File: config.mk
export PLATFORM = sky130hd
export DESIGN_NAME = ber_integer_tlv_encoder
export DESIGN_NICKNAME = d
export VERILOG_FILES = /design/src/design/bertlv_pkg.sv /design/src/design/bertlv_front.sv /design/src/design/bertlv_queue.sv /design/src/design/bertlv_back.sv /design/src/design/ber_integer_tlv_encoder.sv
export SDC_FILE = /design/constraint.sdc
export NUM_CORES = 1
export LEC_CHECK = 0
export BUFFER_PORTS_ARGS = -buffer_cell sky130_fd_sc_hd__buf_2
export CAP_MARGIN = 0
export CORE_UTILIZATION = 35
export DETAILED_ROUTE_END_ITERATION = 16
export PLACE_DENSITY_LB_ADDON = 0.15
export SYNTH_ARGS = -nofsm -noshare
export SYNTH_HDL_FRONTEND = slang
export SYNTH_SLANG_ARGS = --single-unit
File: constraint.sdc
create_clock -name clock -period 8.35 [get_ports clock]
set_input_delay 0.835 -clock clock [delete_from_list [all_inputs] [get_ports clock]]
set_output_delay 0.835 -clock clock [all_outputs]
set_load 0.005 [all_outputs]
File: src/design/bertlv_pkg.sv
// Shared types and constants for the BER integer TLV encoder.
package bertlv_pkg;

   localparam int TAG_W  = 8;
   localparam int ROOM_W = 16;
   localparam int LEN_W  = 4;
   localparam int BYTE_W = 8;

   localparam logic OP_SIGNED   = 1'b0;
   localparam logic OP_UNSIGNED = 1'b1;

   typedef struct packed {
      logic [TAG_W-1:0]  tag;
      logic [LEN_W-1:0]  clen;
      logic [LEN_W-1:0]  ndata;
      logic              pad;
      logic              err;
      logic [ROOM_W-1:0] room;
   } bertlv_ctrl_type;

   typedef enum logic [2:0] {
      PH_IDLE,
      PH_TAG,
      PH_LEN,
      PH_PAD,
      PH_DATA,
      PH_ERR
   } bertlv_phase_type;

endpackage

File: src/design/bertlv_front.sv
// Front end: sizes the content, checks buffer room and left-aligns the value.
module bertlv_front #(
   parameter int VALUE_BYTES = 8
) (
   input  logic                                 opcode,
   input  logic [bertlv_pkg::TAG_W-1:0]         tag,
   input  logic signed [63:0]                   value,
   input  logic [bertlv_pkg::ROOM_W-1:0]        room,
   output bertlv_pkg::bertlv_ctrl_type          ctrl,
   output logic [VALUE_BYTES*8-1:0]             content
);

   localparam int VW = VALUE_BYTES * 8;

   logic [VW-1:0]                   v;
   logic [VW-1:0]                   diff;
   logic [VW-1:0]                   mask;
   logic                            pad;
   logic [bertlv_pkg::LEN_W-1:0]    strip;
   logic [bertlv_pkg::LEN_W-1:0]    len;
   logic [bertlv_pkg::LEN_W-1:0]    clen;

   assign v    = value[VW-1:0];
   assign diff = v ^ {VW{v[VW-1]}};
   assign pad  = (opcode == bertlv_pkg::OP_UNSIGNED) && v[VW-1];

   always_comb begin
      strip = '0;
      mask  = '0;
      if (!pad) begin
         for (int j = 1; j < VALUE_BYTES; j++) begin
            mask = {VW{1'b1}} << (VW - 8 * j - 1);
            if ((diff & mask) == '0) begin
               strip = bertlv_pkg::LEN_W'(j);
            end
         end
      end
   end

   assign len  = bertlv_pkg::LEN_W'(VALUE_BYTES) - strip;
   assign clen = len + {{(bertlv_pkg::LEN_W-1){1'b0}}, pad};

   assign content    = v << {strip, 3'b000};
   assign ctrl.tag   = tag;
   assign ctrl.clen  = clen;
   assign ctrl.ndata = len;
   assign ctrl.pad   = pad;
   assign ctrl.err   = room < (bertlv_pkg::ROOM_W'(clen) + bertlv_pkg::ROOM_W'(2));
   assign ctrl.room  = room;

endmodule

File: src/design/bertlv_queue.sv
// Two-entry request queue between the front end and the byte sequencer.
module bertlv_queue #(
   parameter int WIDTH = 8
) (
   input  logic             clock,
   input  logic             reset,
   input  logic             push,
   input  logic [WIDTH-1:0] wdata,
   output logic             full,
   input  logic             pop,
   output logic             nonempty,
   output logic [WIDTH-1:0] rdata
);

   logic [WIDTH-1:0] mem_ff [2];
   logic             wr_ptr_ff, wr_ptr_in;
   logic             rd_ptr_ff, rd_ptr_in;
   logic [1:0]       count_ff, count_in;
   logic             do_push;
   logic             do_pop;

   assign full     = (count_ff == 2'd2);
   assign nonempty = (count_ff != 2'd0);
   assign do_push  = push && !full;
   assign do_pop   = pop && nonempty;
   assign rdata    = mem_ff[rd_ptr_ff];

   always_comb begin
      wr_ptr_in = wr_ptr_ff ^ do_push;
      rd_ptr_in = rd_ptr_ff ^ do_pop;
      count_in  = count_ff + {1'b0, do_push} - {1'b0, do_pop};
   end

   always_ff @(posedge clock) begin
      if (reset) begin
         wr_ptr_ff <= 1'b0;
         rd_ptr_ff <= 1'b0;
         count_ff  <= 2'd0;
      end else begin
         wr_ptr_ff <= wr_ptr_in;
         rd_ptr_ff <= rd_ptr_in;
         count_ff  <= count_in;
      end
   end

   always_ff @(posedge clock) begin
      if (do_push) begin
         mem_ff[wr_ptr_ff] <= wdata;
      end
   end

endmodule

File: src/design/bertlv_back.sv
// Back end: emits tag, length, pad and content bytes, or an error byte, into the output register.
module bertlv_back #(
   parameter int VALUE_BYTES = 8
) (
   input  logic                               clock,
   input  logic                               reset,
   input  logic                               q_nonempty,
   input  bertlv_pkg::bertlv_ctrl_type        q_ctrl,
   input  logic [VALUE_BYTES*8-1:0]           q_content,
   output logic                               q_pop,
   output logic                               rsp_valid,
   input  logic                               rsp_stall,
   output logic [bertlv_pkg::BYTE_W-1:0]      rsp_out_byte,
   output logic                               rsp_last,
   output logic                               rsp_error,
   output logic [bertlv_pkg::ROOM_W-1:0]      rsp_room_left
);

   localparam int VW = VALUE_BYTES * 8;

   bertlv_pkg::bertlv_phase_type  phase_ff, phase_in;
   bertlv_pkg::bertlv_ctrl_type   ent_ff, ent_in;
   logic [VW-1:0]                 content_ff, content_in;
   logic [bertlv_pkg::LEN_W-1:0]  remain_ff, remain_in;
   logic [bertlv_pkg::ROOM_W-1:0] left_ff, left_in;

   logic                          valid_ff, valid_in;
   logic [bertlv_pkg::BYTE_W-1:0] byte_ff, byte_in;
   logic                          last_ff, last_in;
   logic                          err_ff, err_in;
   logic [bertlv_pkg::ROOM_W-1:0] rleft_ff, rleft_in;

   logic                          adv;
   logic                          emit;
   logic                          done;
   logic                          load;
   logic [bertlv_pkg::BYTE_W-1:0] cur_byte;
   logic                          cur_last;
   logic                          cur_err;
   logic [bertlv_pkg::ROOM_W-1:0] cur_left;

   assign adv  = !valid_ff || !rsp_stall;
   assign emit = adv && (phase_ff != bertlv_pkg::PH_IDLE);

   always_comb begin
      cur_byte = '0;
      cur_last = 1'b0;
      cur_err  = 1'b0;
      cur_left = left_ff - bertlv_pkg::ROOM_W'(1);
      unique case (phase_ff)
         bertlv_pkg::PH_TAG: begin
            cur_byte = ent_ff.tag;
         end
         bertlv_pkg::PH_LEN: begin
            cur_byte = bertlv_pkg::BYTE_W'(ent_ff.clen);
         end
         bertlv_pkg::PH_PAD: begin
            cur_byte = '0;
         end
         bertlv_pkg::PH_DATA: begin
            cur_byte = content_ff[VW-1 -: bertlv_pkg::BYTE_W];
            cur_last = (remain_ff == bertlv_pkg::LEN_W'(1));
         end
         bertlv_pkg::PH_ERR: begin
            cur_last = 1'b1;
            cur_err  = 1'b1;
            cur_left = left_ff;
         end
         default: begin
            cur_byte = '0;
         end
      endcase
   end

   assign done  = emit && cur_last;
   assign load  = ((phase_ff == bertlv_pkg::PH_IDLE) || done) && q_nonempty;
   assign q_pop = load;

   always_comb begin
      phase_in   = phase_ff;
      ent_in     = ent_ff;
      content_in = content_ff;
      remain_in  = remain_ff;
      left_in    = left_ff;
      if (load) begin
         ent_in     = q_ctrl;
         content_in = q_content;
         remain_in  = q_ctrl.ndata;
         left_in    = q_ctrl.room;
         phase_in   = q_ctrl.err ? bertlv_pkg::PH_ERR : bertlv_pkg::PH_TAG;
      end else if (done) begin
         phase_in = bertlv_pkg::PH_IDLE;
      end else if (emit) begin
         left_in = cur_left;
         unique case (phase_ff)
            bertlv_pkg::PH_TAG: begin
               phase_in = bertlv_pkg::PH_LEN;
            end
            bertlv_pkg::PH_LEN: begin
               phase_in = ent_ff.pad ? bertlv_pkg::PH_PAD : bertlv_pkg::PH_DATA;
            end
            bertlv_pkg::PH_PAD: begin
               phase_in = bertlv_pkg::PH_DATA;
            end
            bertlv_pkg::PH_DATA: begin
               content_in = content_ff << bertlv_pkg::BYTE_W;
               remain_in  = remain_ff - bertlv_pkg::LEN_W'(1);
            end
            default: begin
               phase_in = bertlv_pkg::PH_IDLE;
            end
         endcase
      end
   end

   always_comb begin
      valid_in = valid_ff;
      byte_in  = byte_ff;
      last_in  = last_ff;
      err_in   = err_ff;
      rleft_in = rleft_ff;
      if (adv) begin
         valid_in = emit;
      end
      if (emit) begin
         byte_in  = cur_byte;
         last_in  = cur_last;
         err_in   = cur_err;
         rleft_in = cur_left;
      end
   end

   always_ff @(posedge clock) begin
      if (reset) begin
         phase_ff <= bertlv_pkg::PH_IDLE;
         valid_ff <= 1'b0;
      end else begin
         phase_ff <= phase_in;
         valid_ff <= valid_in;
      end
   end

   always_ff @(posedge clock) begin
      ent_ff     <= ent_in;
      content_ff <= content_in;
      remain_ff  <= remain_in;
      left_ff    <= left_in;
      byte_ff    <= byte_in;
      last_ff    <= last_in;
      err_ff     <= err_in;
      rleft_ff   <= rleft_in;
   end

   assign rsp_valid     = valid_ff;
   assign rsp_out_byte  = byte_ff;
   assign rsp_last      = last_ff;
   assign rsp_error     = err_ff;
   assign rsp_room_left = rleft_ff;

endmodule

File: src/design/ber_integer_tlv_encoder.sv
// Top level of the BER integer TLV encoder.
// A request passes through the queue, the sequencer state and the output register before its first byte is on rsp.
// Throughput: one byte per cycle from the back-end sequencer while rsp_stall is low; a request
// gives 2 + content length bytes (3 to VALUE_BYTES + 3), or one error byte when room is short.
// The two-entry queue takes new requests while the sequencer is still emitting.
// Reset: synchronous, active high; clears the queue, the sequencer and rsp_valid.
module ber_integer_tlv_encoder #(
   parameter int VALUE_BYTES = 8
) (
   input  logic                           clock,
   input  logic                           reset,
   input  logic                           req_valid,
   output logic                           req_stall,
   input  logic                           req_opcode,
   input  logic [bertlv_pkg::TAG_W-1:0]   req_tag,
   input  logic signed [63:0]             req_value,
   input  logic [bertlv_pkg::ROOM_W-1:0]  req_room,
   output logic                           rsp_valid,
   input  logic                           rsp_stall,
   output logic [bertlv_pkg::BYTE_W-1:0]  rsp_out_byte,
   output logic                           rsp_last,
   output logic                           rsp_error,
   output logic [bertlv_pkg::ROOM_W-1:0]  rsp_room_left
);

   localparam int VW    = VALUE_BYTES * 8;
   localparam int QW    = $bits(bertlv_pkg::bertlv_ctrl_type) + VW;

   bertlv_pkg::bertlv_ctrl_type f_ctrl;
   logic [VW-1:0]               f_content;
   bertlv_pkg::bertlv_ctrl_type q_ctrl;
   logic [VW-1:0]               q_content;
   logic [QW-1:0]               q_wdata;
   logic [QW-1:0]               q_rdata;
   logic                        q_full;
   logic                        q_nonempty;
   logic                        q_pop;

   bertlv_front #(
      .VALUE_BYTES (VALUE_BYTES)
   ) u_front (
      .opcode  (req_opcode),
      .tag     (req_tag),
      .value   (req_value),
      .room    (req_room),
      .ctrl    (f_ctrl),
      .content (f_content)
   );

   assign q_wdata   = {f_ctrl, f_content};
   assign req_stall = q_full;

   bertlv_queue #(
      .WIDTH (QW)
   ) u_queue (
      .clock    (clock),
      .reset    (reset),
      .push     (req_valid),
      .wdata    (q_wdata),
      .full     (q_full),
      .pop      (q_pop),
      .nonempty (q_nonempty),
      .rdata    (q_rdata)
   );

   assign {q_ctrl, q_content} = q_rdata;

   bertlv_back #(
      .VALUE_BYTES (VALUE_BYTES)
   ) u_back (
      .clock         (clock),
      .reset         (reset),
      .q_nonempty    (q_nonempty),
      .q_ctrl        (q_ctrl),
      .q_content     (q_content),
      .q_pop         (q_pop),
      .rsp_valid     (rsp_valid),
      .rsp_stall     (rsp_stall),
      .rsp_out_byte  (rsp_out_byte),
      .rsp_last      (rsp_last),
      .rsp_error     (rsp_error),
      .rsp_room_left (rsp_room_left)
   );

endmodule

# After elaboration in Yosys (flattened, before gate mapping)
# Memory sizes are Yosys's and may differ from the RTL's. A register that Yosys moved wholly into a read port is not among the register bits.
# Cells that the tools add are included.
# word_totals
inputBits	93
wordCells	96
n_memories	1
out_inout_bits	28
reg_bits	131
ramBits	196
# classes
n_eq_ne	9
n_addsub	7
order_cmp	1
shift	1
n_reduce_logical	27
mux	32
bitwise_logic	3
# memory_table
memory	words	word_bits	rd	rd_clocked_by_memory_dff	wr	line	rtl
u_queue.mem_ff	2	98	1	1	1	bertlv_queue.sv:15	logic [WIDTH-1:0] mem_ff [2];
# op_table
operator	count
64-bit logical NOT	7
64-bit 2-to-1 mux	4
16-bit 2-to-1 mux	4
64-bit by 7-bit left shift with 64-bit output	1
64-bit XOR	1
4-bit 2-to-1 mux	11
8-bit case mux with 3 select lines	1
16-bit less-than comparator	1
16-bit by 1-bit subtractor with 16-bit output (second input constant)	1
3-bit 2-to-1 mux	5
3-bit case mux with 4 select lines	1
3-bit by 2-bit == test with 1-bit output (second input constant)	2
3-bit == test (second input constant)	2
1-bit logical AND	6
2-bit nonzero test	3
3-bit nonzero test	2
4-bit by 2-bit adder with 5-bit output (second input constant)	1
1-bit 2-to-1 mux	5
4-bit by 1-bit adder with 4-bit output	1
4-bit by 1-bit == test with 1-bit output (second input constant)	1
2-bit AND reduction	2
4-bit by 1-bit subtractor with 4-bit output (second input constant)	1
4-bit subtractor (first input constant)	1
3-bit by 1-bit == test with 1-bit output (second input constant)	1
other kinds (11)	15

# Logic depth before layout (Yosys ltp)
# Gate-level depths: netlist of the first run.
# depth
depth_word	14
mapped_depth	19

# Cells and area by module
# Synthesis of the first run repeated with hierarchy kept, for this count alone.
# hier_totals
hier_cells	1061
area_unflattened_um2	15528.6
# by_module_without_submodules
mod	n_inst	cells_per_inst	seq_area_each_um2	area_per_inst_um2
bertlv_queue	1	328	5965.7	7342.0
bertlv_back	1	347	3773.6	5505.3
bertlv_front	1	386	0.0	2681.3

# Worst setup path after synthesis of the first run
# Ideal clock, no wire load.
# synth_timing
path_kind	flip-flop to flip-flop
startpoint	register u_back.phase_ff[2]
endpoint	register u_back.content_ff[0], enable pin
setup_ps	588
required_time_ps	7762
path_slack_ps	1872
arrival_ps	5890
path_stages_with_launch	6
cell_sequence	dfxtp_1 clkbuf_1 nor2b_1 and2_1 nand2_1 o21ai_0
# synth_between
elab_chain_cells	7
word_cells_on_any_way	13
# synth_rtl
item	line	rtl
start, declared	bertlv_back.sv:21	bertlv_pkg::bertlv_phase_type phase_ff, phase_in;
start signal, assigned	bertlv_back.sv:135	phase_ff <= bertlv_pkg::PH_IDLE;
start signal, assigned	bertlv_back.sv:138	phase_ff <= phase_in;
3-bit == test (tied with other cells)	bertlv_back.sv:50	unique case (phase_ff)
1-bit case mux with 2 select lines or 1-bit logical AND (tied branches)	bertlv_back.sv:50, bertlv_back.sv:43	
1-bit logical AND	bertlv_back.sv:75	assign done = emit && cur_last;
1-bit logical OR	bertlv_back.sv:76	assign load = ((phase_ff == bertlv_pkg::PH_IDLE) || done) && q_nonempty;
1-bit logical AND	bertlv_back.sv:76	
2-bit inequality test (no source line) or 2-bit nonzero test (tied branches)	n/a	
3-bit AND reduction (no source line) *	n/a	
end signal, assigned	bertlv_back.sv:145	content_ff <= content_in;
end, declared	bertlv_back.sv:23	logic [VW-1:0] content_ff, content_in;
# Every way passes the cells marked *; elsewhere a longest branch is shown, timed or not.
# A chain may end at the register's enable or synchronous reset.

==> results.py, run 1 <==
metrics = {
    "status": {
        "outcome": "finished clean",
    },
    "clock_tree": {
        "cts-resized-gates": 0,
        "tritoncts.num_buffers": 38,
        "post-cts-setup-buffer-count": 0,
        "clock_path_buffers": 3,
        "ctsRootBufferMaster": "clkbuf_16",
        "clkSinkCount": 327,
        "holdBufCountCts": 0,
        "clock_tree_from_tritoncts": "done",
        "clkSlewWorstSetupHoldPaths_ns": 0.06,
        "cts-htree-levels": 2,
        "insertion_delay_ns": 0.54,
    },
    "setup_path": {
        "critical_path.max_fanout": 32,
        "worst_reg_to_reg_cells": 10,
        "timing.critical_path.arrival_ns": 5.44,
        "timing_worst_setup_path_type": "in2reg",
        "timing.critical_path.from_type": "input port",
        "crit_path_end_kind": "flop",
        "setup.reg_to_reg.worst_slack_ns": 4.97,
        "critical_path_required_ns": 8.73,
    },
    "routing": {
        "drt-total-wl_mm": 37.7,
        "drt_iter0_markers": 686,
        "detail_route.wl_per_cell_um": 21.2,
        "route.detailed.drc": 0,
        "dr.pass1.iters": 5,
        "vias_per_cell": 5.34,
        "ant_nets": 0,
        "dr_total_vias": 9509,
    },
    "synthesis": {
        "yosys-top-cells-area": "edfxtp_1, mux2i_1, mux2_2, nand2_1, o21ai_0",
        "synth_top_flop_cell": "edfxtp_1",
        "synth_area_mm2": 0.0149,
        "netlist.top_cell.by_area": "edfxtp_1",
        "yosysUniqueCellTypes": 65,
        "synth_commonest_cells": "edfxtp_1, mux2i_1, nand2_1",
        "yosysSeqAreaShare": 0.652,
        "fraction_of_synthesized_cell_area_taken_by_the_top_area_cell_type": 0.641,
        "ys_async_sr_fraction": 0,
        "synthMostInstantiatedCell": "edfxtp_1",
        "gate_count_after_technology_mapping": 1116,
        "synth_area_per_cell_um2": 13.4,
        "syn-num-nets": 1222,
        "yosys_warnings": 0,
        "synth_edf_count": 319,
        "synth_seq_cells": 327,
    },
    "timing": {
        "timing.max_slew.rel_slack": 0.323,
        "finalWorstPathRequiredPeriod_ns": 5.06,
        "final.setup_skew_ns": 0.0169,
        "timing.final.max_slew_violations": 0,
        "worst-slew-pin-transition_ns": 1.02,
        "fmax_mhz": 198,
        "post_route_setup_tns_ns": 0,
        "fin_hold_ws_ns": 0.482,
        "grt_setup_unrepaired": "false",
        "period_share": 0.606,
        "hold_viol_final": 0,
        "setup_violations": 0,
    },
    "floorplan": {
        "floorplan.die.width_um": 209,
        "core-area_mm2": 0.0420,
        "die-area_mm2": 0.0435,
        "floorplan.initialDensity": 0.355,
        "design.portCount": 121,
        "die_height_um": 209,
        "num_rows": 75,
    },
    "cells_and_area": {
        "num-nets-final": 1323,
        "n_antenna_cell": 0,
        "syn_to_final_growth_pct": 14.9,
        "fin_area_mm2": 0.0172,
        "drive_above_1_share": 0.193,
    },
    "flow_run": {
        "maxCapViolCount": 0,
    },
    "global_route": {
        "grtUsageTotal": 0.173,
        "grt_start_max_net_pins": 73,
        "first_global_vias": 9235,
        "grt_pass1_wl_mm": 57.1,
        "initial_antenna_violation_count": 1,
        "gr-total-overflow": 0,
    },
    "place": {
        "finalWeightedCongestion": 0.883,
        "port_buffers": 120,
        "post_dp_cell_area_mm2": 0.0160,
        "place_hpwl_mm": 24.6,
    },
    "power": {
        "power-per-cell-area_mw_per_mm2": 321,
        "max-vdd-ir-drop_v": 0.000192,
        "power.static_leakage_nw": 6.01,
        "total_power_mw": 5.51,
    },
    "worst_hold_path": {
        "worstHoldPathCells": 1,
        "timing.hold.worst.class": "in2reg",
    },
}
-- layout make-up --
| class | count | area (µm²) |
|---|---|---|
| Fill cell | 3975 | 24900 |
| Sequential cell | 327 | 9740 |
| Multi-Input combinational cell | 695 | 4850 |
| Clock buffer | 53 | 1030 |
| Timing Repair Buffer | 133 | 696 |
| Tap cell | 539 | 674 |
| Clock inverter | 11 | 96.3 |
| Inverter | 22 | 82.6 |
-- layer usage --
| metal | vias to the layer above | routed length, µm | track usage |
|---|---|---|---|
| met3 | 75 | 2170 | 0.0352 |
| met5 | - | 8 | 0 |
| met4 | 2 | 926 | 0.0555 |
| li1 | 4483 | - | - |
| met2 | 331 | 17300 | 0.271 |
| met1 | 4618 | 17300 | 0.241 |
-- worst paths after layout --
check | start | endpoint
max | req_value[63] | u_queue.mem_ff[0][80]
max reg2reg | u_back.phase_ff[2] | u_queue.count_ff[1]
min reg2reg | u_back.content_ff[9] | u_back.content_ff[17]
min | req_tag[1] | u_queue.mem_ff[1][91]
-- cells by family (layout without fill, tap and decap cells) --
family / after synthesis / in the layout / synth area share
DFF: 327 / 327 / 0.652
buffers and inverters: 94 / 219 / 0.0267
adders and majority gates: 13 / 13 / 0.0109
muxes: 161 / 161 / 0.111
and+or+nand+nor: 287 / 287 / 0.0910
AOI/OAI and AO/OA: 213 / 213 / 0.0958
xor gates and xnor gates: 21 / 21 / 0.0123
-- worst max-delay path, stage by stage --
cell and delay (ns):
buf_2 0.31, nand3_1 0.10, or4_1 0.71, nand2_2 0.32
inv_2 0.14, a311oi_4 0.27, buf_4 0.45, inv_2 0.36
ha_1 0.35, xnor2_1 0.27, ha_1 0.21, xnor2_1 0.07
ha_1 0.30, and4b_1 0.19, a22oi_1 0.20, nand4_1 0.11
a31oi_1 0.20
-- flip-flops by register name, summed over array words and instances (netlist names) --
register / count
u_back.rsp_out_byte: 8
u_back.phase_ff: 3
u_back.rsp_last: 1
u_back.content_ff: 64
u_back.rsp_error: 1
u_back.remain_ff: 4
u_back.rsp_valid: 1
u_back.ent_ff: 13
u_queue.wr_ptr_ff: 1
u_queue.rd_ptr_ff: 1
u_queue.count_ff: 2
u_back.rsp_room_left: 16
u_queue.mem_ff: 196
u_back.left_ff: 16
-- power by group --
| group | internal (mW) | switching [mW] | leakage, nW | total [mW] |
|---|---|---|---|---|
| registers | 2.53 | 0.186 | 3.06 | 2.71 |
| logic | 0.434 | 0.844 | 2.40 | 1.28 |
| clock network | 0.891 | 0.628 | 0.544 | 1.52 |
| total | 3.85 | 1.66 | 6.01 | 5.51 |
-- cell usage in the layout, fill, tap and decap left out, types with 6 or more instances in the layout --
master | synthesis | layout
or4_1 | 6 | 6
buf_2 | 16 | 120
clkbuf_16 | 0 | 39
edfxtp_1 | 319 | 319
o31ai_1 | 6 | 6
xor2_1 | 9 | 9
or3_1 | 8 | 8
xnor2_1 | 12 | 12
ha_1 | 13 | 11
mux2_2 | 39 | 39
a22oi_1 | 16 | 16
nor2_1 | 62 | 62
nand2_1 | 106 | 106
buf_4 | 1 | 12
o21ai_0 | 74 | 72
and3_1 | 13 | 13
nor3_1 | 20 | 20
a22o_1 | 13 | 13
o22ai_1 | 6 | 6
a221oi_1 | 6 | 6
nand3_1 | 19 | 19
dfxtp_1 | 8 | 7
nor2b_1 | 9 | 9
a211oi_1 | 10 | 9
nor4_1 | 15 | 15
inv_1 | 18 | 18
nand4_1 | 9 | 9
o21a_1 | 6 | 6
a21oi_1 | 33 | 33
mux2i_1 | 122 | 122
clkbuf_1 | 44 | 14
-- stage by stage --
stage	std cells	setup WS, ns	utilization
2_1_floorplan	1116	1.87	-
3_3_place_gp	1715	2.88	0.381
3_5_place_dp	1715	2.80	0.381
4_1_cts	1779	3.41	0.408
5_1_grt	1780	3.07	0.408
6_report	1780	3.29	0.408
(Power assumes the default switching activity.)
==> inputs of run 2 (changes only) <==
--- a/config.mk
+++ b/config.mk
@@ -5,6 +5,7 @@
 export SDC_FILE = /design/constraint.sdc
 export NUM_CORES = 1
 export LEC_CHECK = 0
+export ABC_AREA = 1
 export BUFFER_PORTS_ARGS = -buffer_cell sky130_fd_sc_hd__buf_2
 export CAP_MARGIN = 0
 export CORE_UTILIZATION = 35
==> constraint.sdc (replaced) <==
create_clock -name clock -period 5.2 [get_ports clock]
set_input_delay 0.52 -clock clock [delete_from_list [all_inputs] [get_ports clock]]
set_output_delay 0.52 -clock clock [all_outputs]
set_load 0.005 [all_outputs]
==> run 2 against run 1 <==
  * Critical endpoint is now u_queue.mem_ff[1][80]
  * Sequential power increased by 63%
  * First-iteration DRC count increased by 28%
  * Clock skew increased by 0.0037 ns
  * Via count increased by 8.0%
  * Critical path depth increased by 1
  * Synthesized area decreased by 0.81%
  * Routed wire length decreased by 0.54%
==> results.py, run 2 <==
metrics = {
    "synthesis": {
        "synth_area_per_cell_um2": 10.6,
        "synth_mux_area_frac": 0.000676,
        "fraction_of_synthesized_cell_area_taken_by_the_top_area_cell_type": 0.647,
        "post_synth_xor_area_fraction": 0.0118,
        "gate_count_after_technology_mapping": 1404,
        "synth_seq_cells": 327,
        "synth_edf_count": 319,
        "yosysSeqAreaShare": 0.657,
        "synth_top_flop_cell": "edfxtp_1",
        "main_combinational_cell_family_by_area_after_synthesis": "simple AND/OR/NAND/NOR gates",
        "synth_commonest_cells": "nand2_1, edfxtp_1, nor2_1",
        "yosys.area_share.adder": 0.0110,
        "netlist.top_cell.by_area": "edfxtp_1",
        "yosysUniqueCellTypes": 43,
        "yosys_warnings": 0,
        "synth_area_mm2": 0.0148,
        "ys_async_sr_fraction": 0,
        "syn-num-nets": 1510,
        "synth_compound_gate_area_share": 0.0824,
        "yosys.area_share.simple": 0.187,
        "synthMostInstantiatedCell": "nand2_1",
        "yosys-top-cells-area": "edfxtp_1, nand2_1, nor2_1, a31oi_1, inv_1",
    },
    "clock_tree": {
        "holdBufCountCts": 0,
        "clock_path_buffers": 3,
        "clkSlewWorstSetupHoldPaths_ns": 0.06,
        "clkSinkCount": 327,
        "clock_tree_from_tritoncts": "done",
        "cts-htree-levels": 2,
        "insertion_delay_ns": 0.54,
        "cts-resized-gates": 0,
        "post-cts-setup-buffer-count": 0,
        "tritoncts.num_buffers": 36,
        "ctsRootBufferMaster": "clkbuf_16",
    },
    "setup_path": {
        "setup.reg_to_reg.worst_slack_ns": 1.97,
        "worst-path-buf-inv": 4,
        "regToRegEndpoint": "u_queue.count_ff[1]",
        "critical_path.max_fanout": 38,
        "critPathSlowestCell": "nor2_4",
        "crit_path_end_kind": "flop",
        "startpoint_of_the_lowest_slack_register_to_register_path": "u_back.phase_ff[0]",
        "crit_path_start": "req_value[63]",
        "timing.critical_path.arrival_ns": 3.80,
        "worst_reg_to_reg_cells": 13,
        "worst_path_largest_cell_delay_ns": 0.46,
        "timing.critical_path.from_type": "input port",
        "critical-path-top-delay-family": "simple AND/OR/NAND/NOR gates",
        "path_common_cell": "nand2_1",
        "timing_worst_setup_path_type": "in2reg",
        "crit_chain": "buf_2 > inv_1 > nand2_1 > nor2_1 > nand2_1 > nand2_1 > nand2_2 > nor2_4 > nand2_2 > inv_2 > nor2_4 > nand2_1 > inv_1 > nand3_1 > ha_1 > nor4_1 > nand3_1 > a21oi_1",
        "critical_path_required_ns": 5.58,
    },
    "routing": {
        "dr_total_vias": 10300,
        "vias_per_cell": 4.96,
        "route.detailed.drc": 0,
        "drt-total-wl_mm": 37.5,
        "drt_iter0_markers": 876,
        "dr.pass1.iters": 5,
        "ant_nets": 0,
        "detail_route.wl_per_cell_um": 18.1,
    },
    "cells_and_area": {
        "largest_register_ff_count": 196,
        "n_antenna_cell": 0,
        "syn_to_final_growth_pct": 14.5,
        "final_cell_count_no_fill": 2072,
        "max_flop_register": "u_queue.mem_ff",
        "layout_commonest_cell": "nand2_1",
        "final_core_area_utilization": 0.405,
        "num-nets-final": 1616,
        "drive_above_1_share": 0.143,
        "layout.cells.most_common_list": "nand2_1, edfxtp_1, nor2_1, buf_2, inv_1",
        "largest_registers": "u_queue.mem_ff x196, u_back.content_ff x64",
    },
    "global_route": {
        "grt_pass1_wl_mm": 57.1,
        "first_global_vias": 9594,
        "fraction_of_met2_tracks_used_by_global_routing": 0.259,
        "grtUsageTotal": 0.173,
        "grt.busiest_layer": "met2",
        "grt_start_max_net_pins": 99,
        "use_met1": 0.258,
        "grt_use_met3": 0.0286,
        "initial_antenna_violation_count": 1,
        "gr-total-overflow": 0,
    },
    "power": {
        "max-vdd-ir-drop_v": 0.000301,
        "power.static_leakage_nw": 6.59,
        "power-per-cell-area_mw_per_mm2": 546,
    },
    "worst_hold_path": {
        "worstHoldPathCells": 1,
        "timing.hold.worst.class": "in2reg",
        "whs_endpoint": "u_queue.mem_ff[0][94]",
        "min_from": "req_tag[4]",
    },
    "timing": {
        "grt_setup_unrepaired": "false",
        "setup_violations": 0,
        "hold_viol_final": 0,
        "fmax_mhz": 293,
        "period_share": 0.657,
        "worst-slew-pin-transition_ns": 1.07,
        "final.setup_skew_ns": 0.0206,
        "timing.final.max_slew_violations": 0,
        "timing.max_slew.rel_slack": 0.288,
        "finalWorstPathRequiredPeriod_ns": 3.42,
        "post_route_setup_tns_ns": 0,
    },
    "flow_run": {
        "maxCapViolCount": 0,
    },
    "floorplan": {
        "core-area_mm2": 0.0419,
        "floorplan.initialDensity": 0.354,
        "design.portCount": 121,
        "num_rows": 75,
        "die-area_mm2": 0.0432,
        "die_height_um": 208,
        "floorplan.die.width_um": 208,
    },
    "place": {
        "dp_cells": 2011,
        "place_hpwl_mm": 25.0,
        "finalWeightedCongestion": 0.907,
        "port_buffers": 120,
    },
    "status": {
        "outcome": "finished clean",
    },
}
## run 2: cell count changes in the layout (fill, tap and decap cells not counted), sizes merged, moves of 16 or more
| cell | delta |
|---|---|
| nand2 | +326 |
| mux2i | -121 |
| nor2 | +84 |
| inv | +74 |
| a31oi | +72 |
| mux2 | -39 |
| nand3 | +25 |
| o211ai | +19 |
| a22oi | -16 |
## run 2: kinds of logic (layout without fill, tap and decap cells)
kind of cell	count (synthesis)	after routing
AOI/OAI and AO/OA	202	202
xor gates and xnor gates	20	20
adders and majority gates	13	13
and+or+nand+nor	674	674
buffers and inverters	167	296
muxes	1	1
DFF	327	327
## run 2: final cells by class
class                           instances  area, µm²
Fill cell                            4098      24900
Tap cell                              539        674
Clock buffer                           48        946
Timing Repair Buffer                  137        753
Inverter                               98        374
Multi-Input combinational cell        910       4370
Sequential cell                       327       9740
Clock inverter                         13       98.8
## run 2: worst max path at each step
stage	to	slack (ns)	cells past startpoint
finish	u_queue.mem_ff[1][80]	1.78	18
global placement	u_queue.mem_ff[0][80]	1.31	18
global route	u_queue.mem_ff[0][80]	1.39	18
CTS	u_queue.mem_ff[0][80]	1.81	18
detailed placement	u_queue.mem_ff[0][80]	1.23	18
floorplan	u_back.content_ff[0]	0.37	8
## run 2: worst register-to-register path, delay by kind of cell, from the launching register on
| family | cells | cell delay (ns) |
|---|---|---|
| simple gates | 3 | 0.49 |
| buf+inv | 3 | 0.96 |
| compound gates | 4 | 0.49 |
| fa+ha+maj | 2 | 0.53 |
| flops | 1 | 0.50 |
| xor+xnor | 1 | 0.21 |
## run 2: layer usage
metal	share of wire	up-vias
li1	-	5057
met1	0.49	4880
met2	0.44	283
met3	0.054	50
met4	0.019	0
met5	0	-
## run 2: power by group
| part | internal [mW] | switching [mW] | leakage, nW | total (mW) |
|---|---|---|---|---|
| Clock | 1.29 | 1.01 | 0.500 | 2.30 |
| Sequential | 4.12 | 0.301 | 3.05 | 4.42 |
| Combinational | 0.744 | 1.80 | 3.04 | 2.54 |
| Total | 6.15 | 3.11 | 6.59 | 9.26 |
## run 2: metrics by stage
step / total power [mW] / instance area [µm²] / hold WS (ns) / worst slack [ns]
6_report: 9.26 / 17000 / 0.168 / 1.78
5_1_grt: 9.84 / 17000 / 0.143 / 1.39
4_1_cts: 9.41 / 17000 / 0.129 / 1.81
3_5_place_dp: 7.08 / 15900 / 0.488 / 1.23
3_3_place_gp: 7.05 / 15900 / 0.473 / 1.31
2_1_floorplan: 6.11 / 14800 / 0.456 / 0.370
==> inputs of run 3 (changes only) <==
==> constraint.sdc (replaced) <==
create_clock -name clock -period 3.5 [get_ports clock]
set_input_delay 0.35 -clock clock [delete_from_list [all_inputs] [get_ports clock]]
set_output_delay 0.35 -clock clock [all_outputs]
set_load 0.005 [all_outputs]
==> run 3 against run 2 <==
  * Critical path depth fell by 1
  * Sequential power rose by 49%
  * Sequential share of layout area fell by 1.6 points
  * Critical path type unchanged
  * Largest power group unchanged
  * Worst hold slack got worse by 0.14 ns
  * Global-route usage rose by 0.10 points
  * Clock skew rose by 0.0032 ns
  * Register-to-register slack got worse by 1.0 ns
  * Cell area rose by 2.9%
  * Total power rose by 52%
==> results.py, run 3 (synthesized netlist as in run 2, its figures left out) <==
metrics = {
    "status": {
        "outcome": "finished clean",
    },
    "power": {
        "power.static_leakage_nw": 6.84,
        "p_int_mw": 9.49,
        "relative_contribution_of_sequential_cells_to_total_power": 0.466,
        "switching_power_mw": 4.62,
        "max-vdd-ir-drop_v": 0.000434,
        "switching_share": 0.327,
        "power-per-cell-area_mw_per_mm2": 809,
        "clockPowerShare": 0.266,
        "combinationalPowerShare": 0.268,
        "total_power_mw": 14.1,
    },
    "place": {
        "dp_cells": 2024,
        "post_dp_cell_area_mm2": 0.0161,
        "finalWeightedCongestion": 0.903,
        "port_buffers": 120,
        "place_hpwl_mm": 25.8,
    },
    "setup_path": {
        "worst_path_largest_cell_delay_ns": 0.35,
        "timing.critical_path.arrival_ns": 3.10,
        "critical-path-top-delay-family": "simple AND/OR/NAND/NOR gates",
        "timing_worst_setup_path_type": "in2reg",
        "setup.reg_to_reg.worst_slack_ns": 0.94,
        "startpoint_of_the_lowest_slack_register_to_register_path": "u_back.phase_ff[0]",
        "path_common_cell": "nand2_1",
        "worst_reg_to_reg_cells": 8,
        "critPathSlowestCell": "buf_12",
        "crit_path_end_kind": "flop",
        "crit_path_start": "req_value[63]",
        "critical_path_required_ns": 3.89,
        "timing.critical_path.from_type": "input port",
        "worst-path-buf-inv": 3,
        "crit_chain": "buf_2 > nand2_1 > nor3_1 > nand2_1 > nand2_1 > nand2_1 > nor2_2 > nand3_2 > nand3_4 > buf_12 > nand2_1 > inv_1 > nand3_1 > ha_1 > nor4_1 > nand3_1 > a21oi_1",
        "regToRegEndpoint": "u_back.content_ff[4]",
        "critical_path.max_fanout": 102,
    },
    "floorplan": {
        "floorplan.die.width_um": 208,
        "die_height_um": 208,
        "die-area_mm2": 0.0432,
        "core-area_mm2": 0.0419,
        "num_rows": 75,
        "floorplan.initialDensity": 0.354,
        "design.portCount": 121,
    },
    "cells_and_area": {
        "largest_registers": "u_queue.mem_ff x196, u_back.content_ff x64",
        "max_flop_register": "u_queue.mem_ff",
        "largest_register_ff_count": 196,
        "fin_area_mm2": 0.0174,
        "final_cell_count_no_fill": 2112,
        "syn_to_final_growth_pct": 17.8,
        "drive_above_1_share": 0.151,
        "layout_commonest_cell": "nand2_1",
        "num-nets-final": 1651,
        "layout.cells.most_common_list": "nand2_1, edfxtp_1, nor2_1, buf_2, inv_1",
        "n_antenna_cell": 0,
    },
    "clock_tree": {
        "cts-htree-levels": 2,
        "clock_tree_from_tritoncts": "done",
        "ctsRootBufferMaster": "clkbuf_16",
        "clkSlewWorstSetupHoldPaths_ns": 0.06,
        "clock_path_buffers": 3,
        "insertion_delay_ns": 0.55,
        "post-cts-setup-buffer-count": 0,
        "tritoncts.num_buffers": 37,
        "clkSinkCount": 327,
    },
    "timing": {
        "hold_viol_final": 0,
        "worst-slew-pin-transition_ns": 0.766,
        "timing.max_slew.rel_slack": 0.485,
        "period_share": 0.775,
        "fin_hold_ws_ns": 0.0325,
        "grt_setup_unrepaired": "false",
        "final.setup_skew_ns": 0.0238,
        "post_route_setup_tns_ns": 0,
        "fmax_mhz": 369,
        "setup_violations": 0,
        "timing.final.max_slew_violations": 0,
        "finalWorstPathRequiredPeriod_ns": 2.71,
    },
    "global_route": {
        "gr-total-overflow": 0,
        "first_global_vias": 9943,
        "grt_pass1_wl_mm": 57.6,
        "grt_start_max_net_pins": 103,
        "grtUsageTotal": 0.174,
        "initial_antenna_violation_count": 0,
    },
    "routing": {
        "dr_total_vias": 10300,
        "drt_iter0_markers": 706,
        "vias_per_cell": 4.88,
        "dr.pass1.iters": 5,
        "detail_route.wl_per_cell_um": 17.6,
        "ant_nets": 0,
        "drt-total-wl_mm": 37.2,
        "route.detailed.drc": 0,
    },
    "worst_hold_path": {
        "whs_endpoint": "u_queue.mem_ff[1][78]",
        "timing.hold.worst.class": "in2reg",
        "min_from": "req_room[14]",
        "worstHoldPathCells": 1,
    },
    "flow_run": {
        "maxCapViolCount": 0,
    },
}
==> run 3: changes by cell type in the layout (fill, tap and decap cells not counted), sizes merged <==
cell,change
clkinvlp,-3
dlygate4sd3,+21
bufinv,+2
clkbuf,+4
inv,+1
buf,+13
clkinv,+2
==> run 3: worst max-delay path by stage <==
stage / end / slack, ns / cells after the start
after global routing: u_queue.mem_ff[0][80] / 0.49 / 18
after global placement: u_queue.mem_ff[1][80] / 0.31 / 18
final: u_queue.mem_ff[1][80] / 0.79 / 17
after CTS: u_queue.mem_ff[1][80] / 0.79 / 17
after detailed placement: u_queue.mem_ff[1][80] / 0.21 / 17
after floorplan: u_queue.mem_ff[1][0] / 0.10 / 4
==> run 3: timing repair <==
action                    in CTS  in global routing
hold buffers                  21                  0
hold endpoints to repair      41                  0
gates resized for setup        0                  0
==> run 3: stage by stage <==
stage,worst slack [ns],utilization
after floorplan,0.100,-
after global placement,0.314,0.384
after detailed placement,0.211,0.384
after CTS,0.794,0.417
after global routing,0.493,0.417
final,0.787,0.417
==> run 3: power by group through the flow <==
stage	Clock [mW]	Combinational, mW	Sequential, mW
after floorplan	0	2.52	6.53
after global placement	0	3.82	6.66
after detailed placement	0	3.85	6.67
after CTS	3.86	3.88	6.60
after global routing	3.99	4.29	6.70
final	3.75	3.78	6.57
==> run 3: layer usage <==
layer,up-vias,wire (µm),GRT usage
li1,5126,-,-
met2,239,16700,0.267
met1,4908,18200,0.253
met4,0,636,0.0501
met5,-,0,0
met3,43,1660,0.0286
==> run 3: area by class of cell <==
type                    instances  area [µm²]
clock buffers                  52        1020
flip-flops and latches        327        9740
fillers                      4088       24400
well taps                     539         674
inverters                      98         374
multi-input cells             910        4370
repair buffers                171        1100
clock inverters                15         161
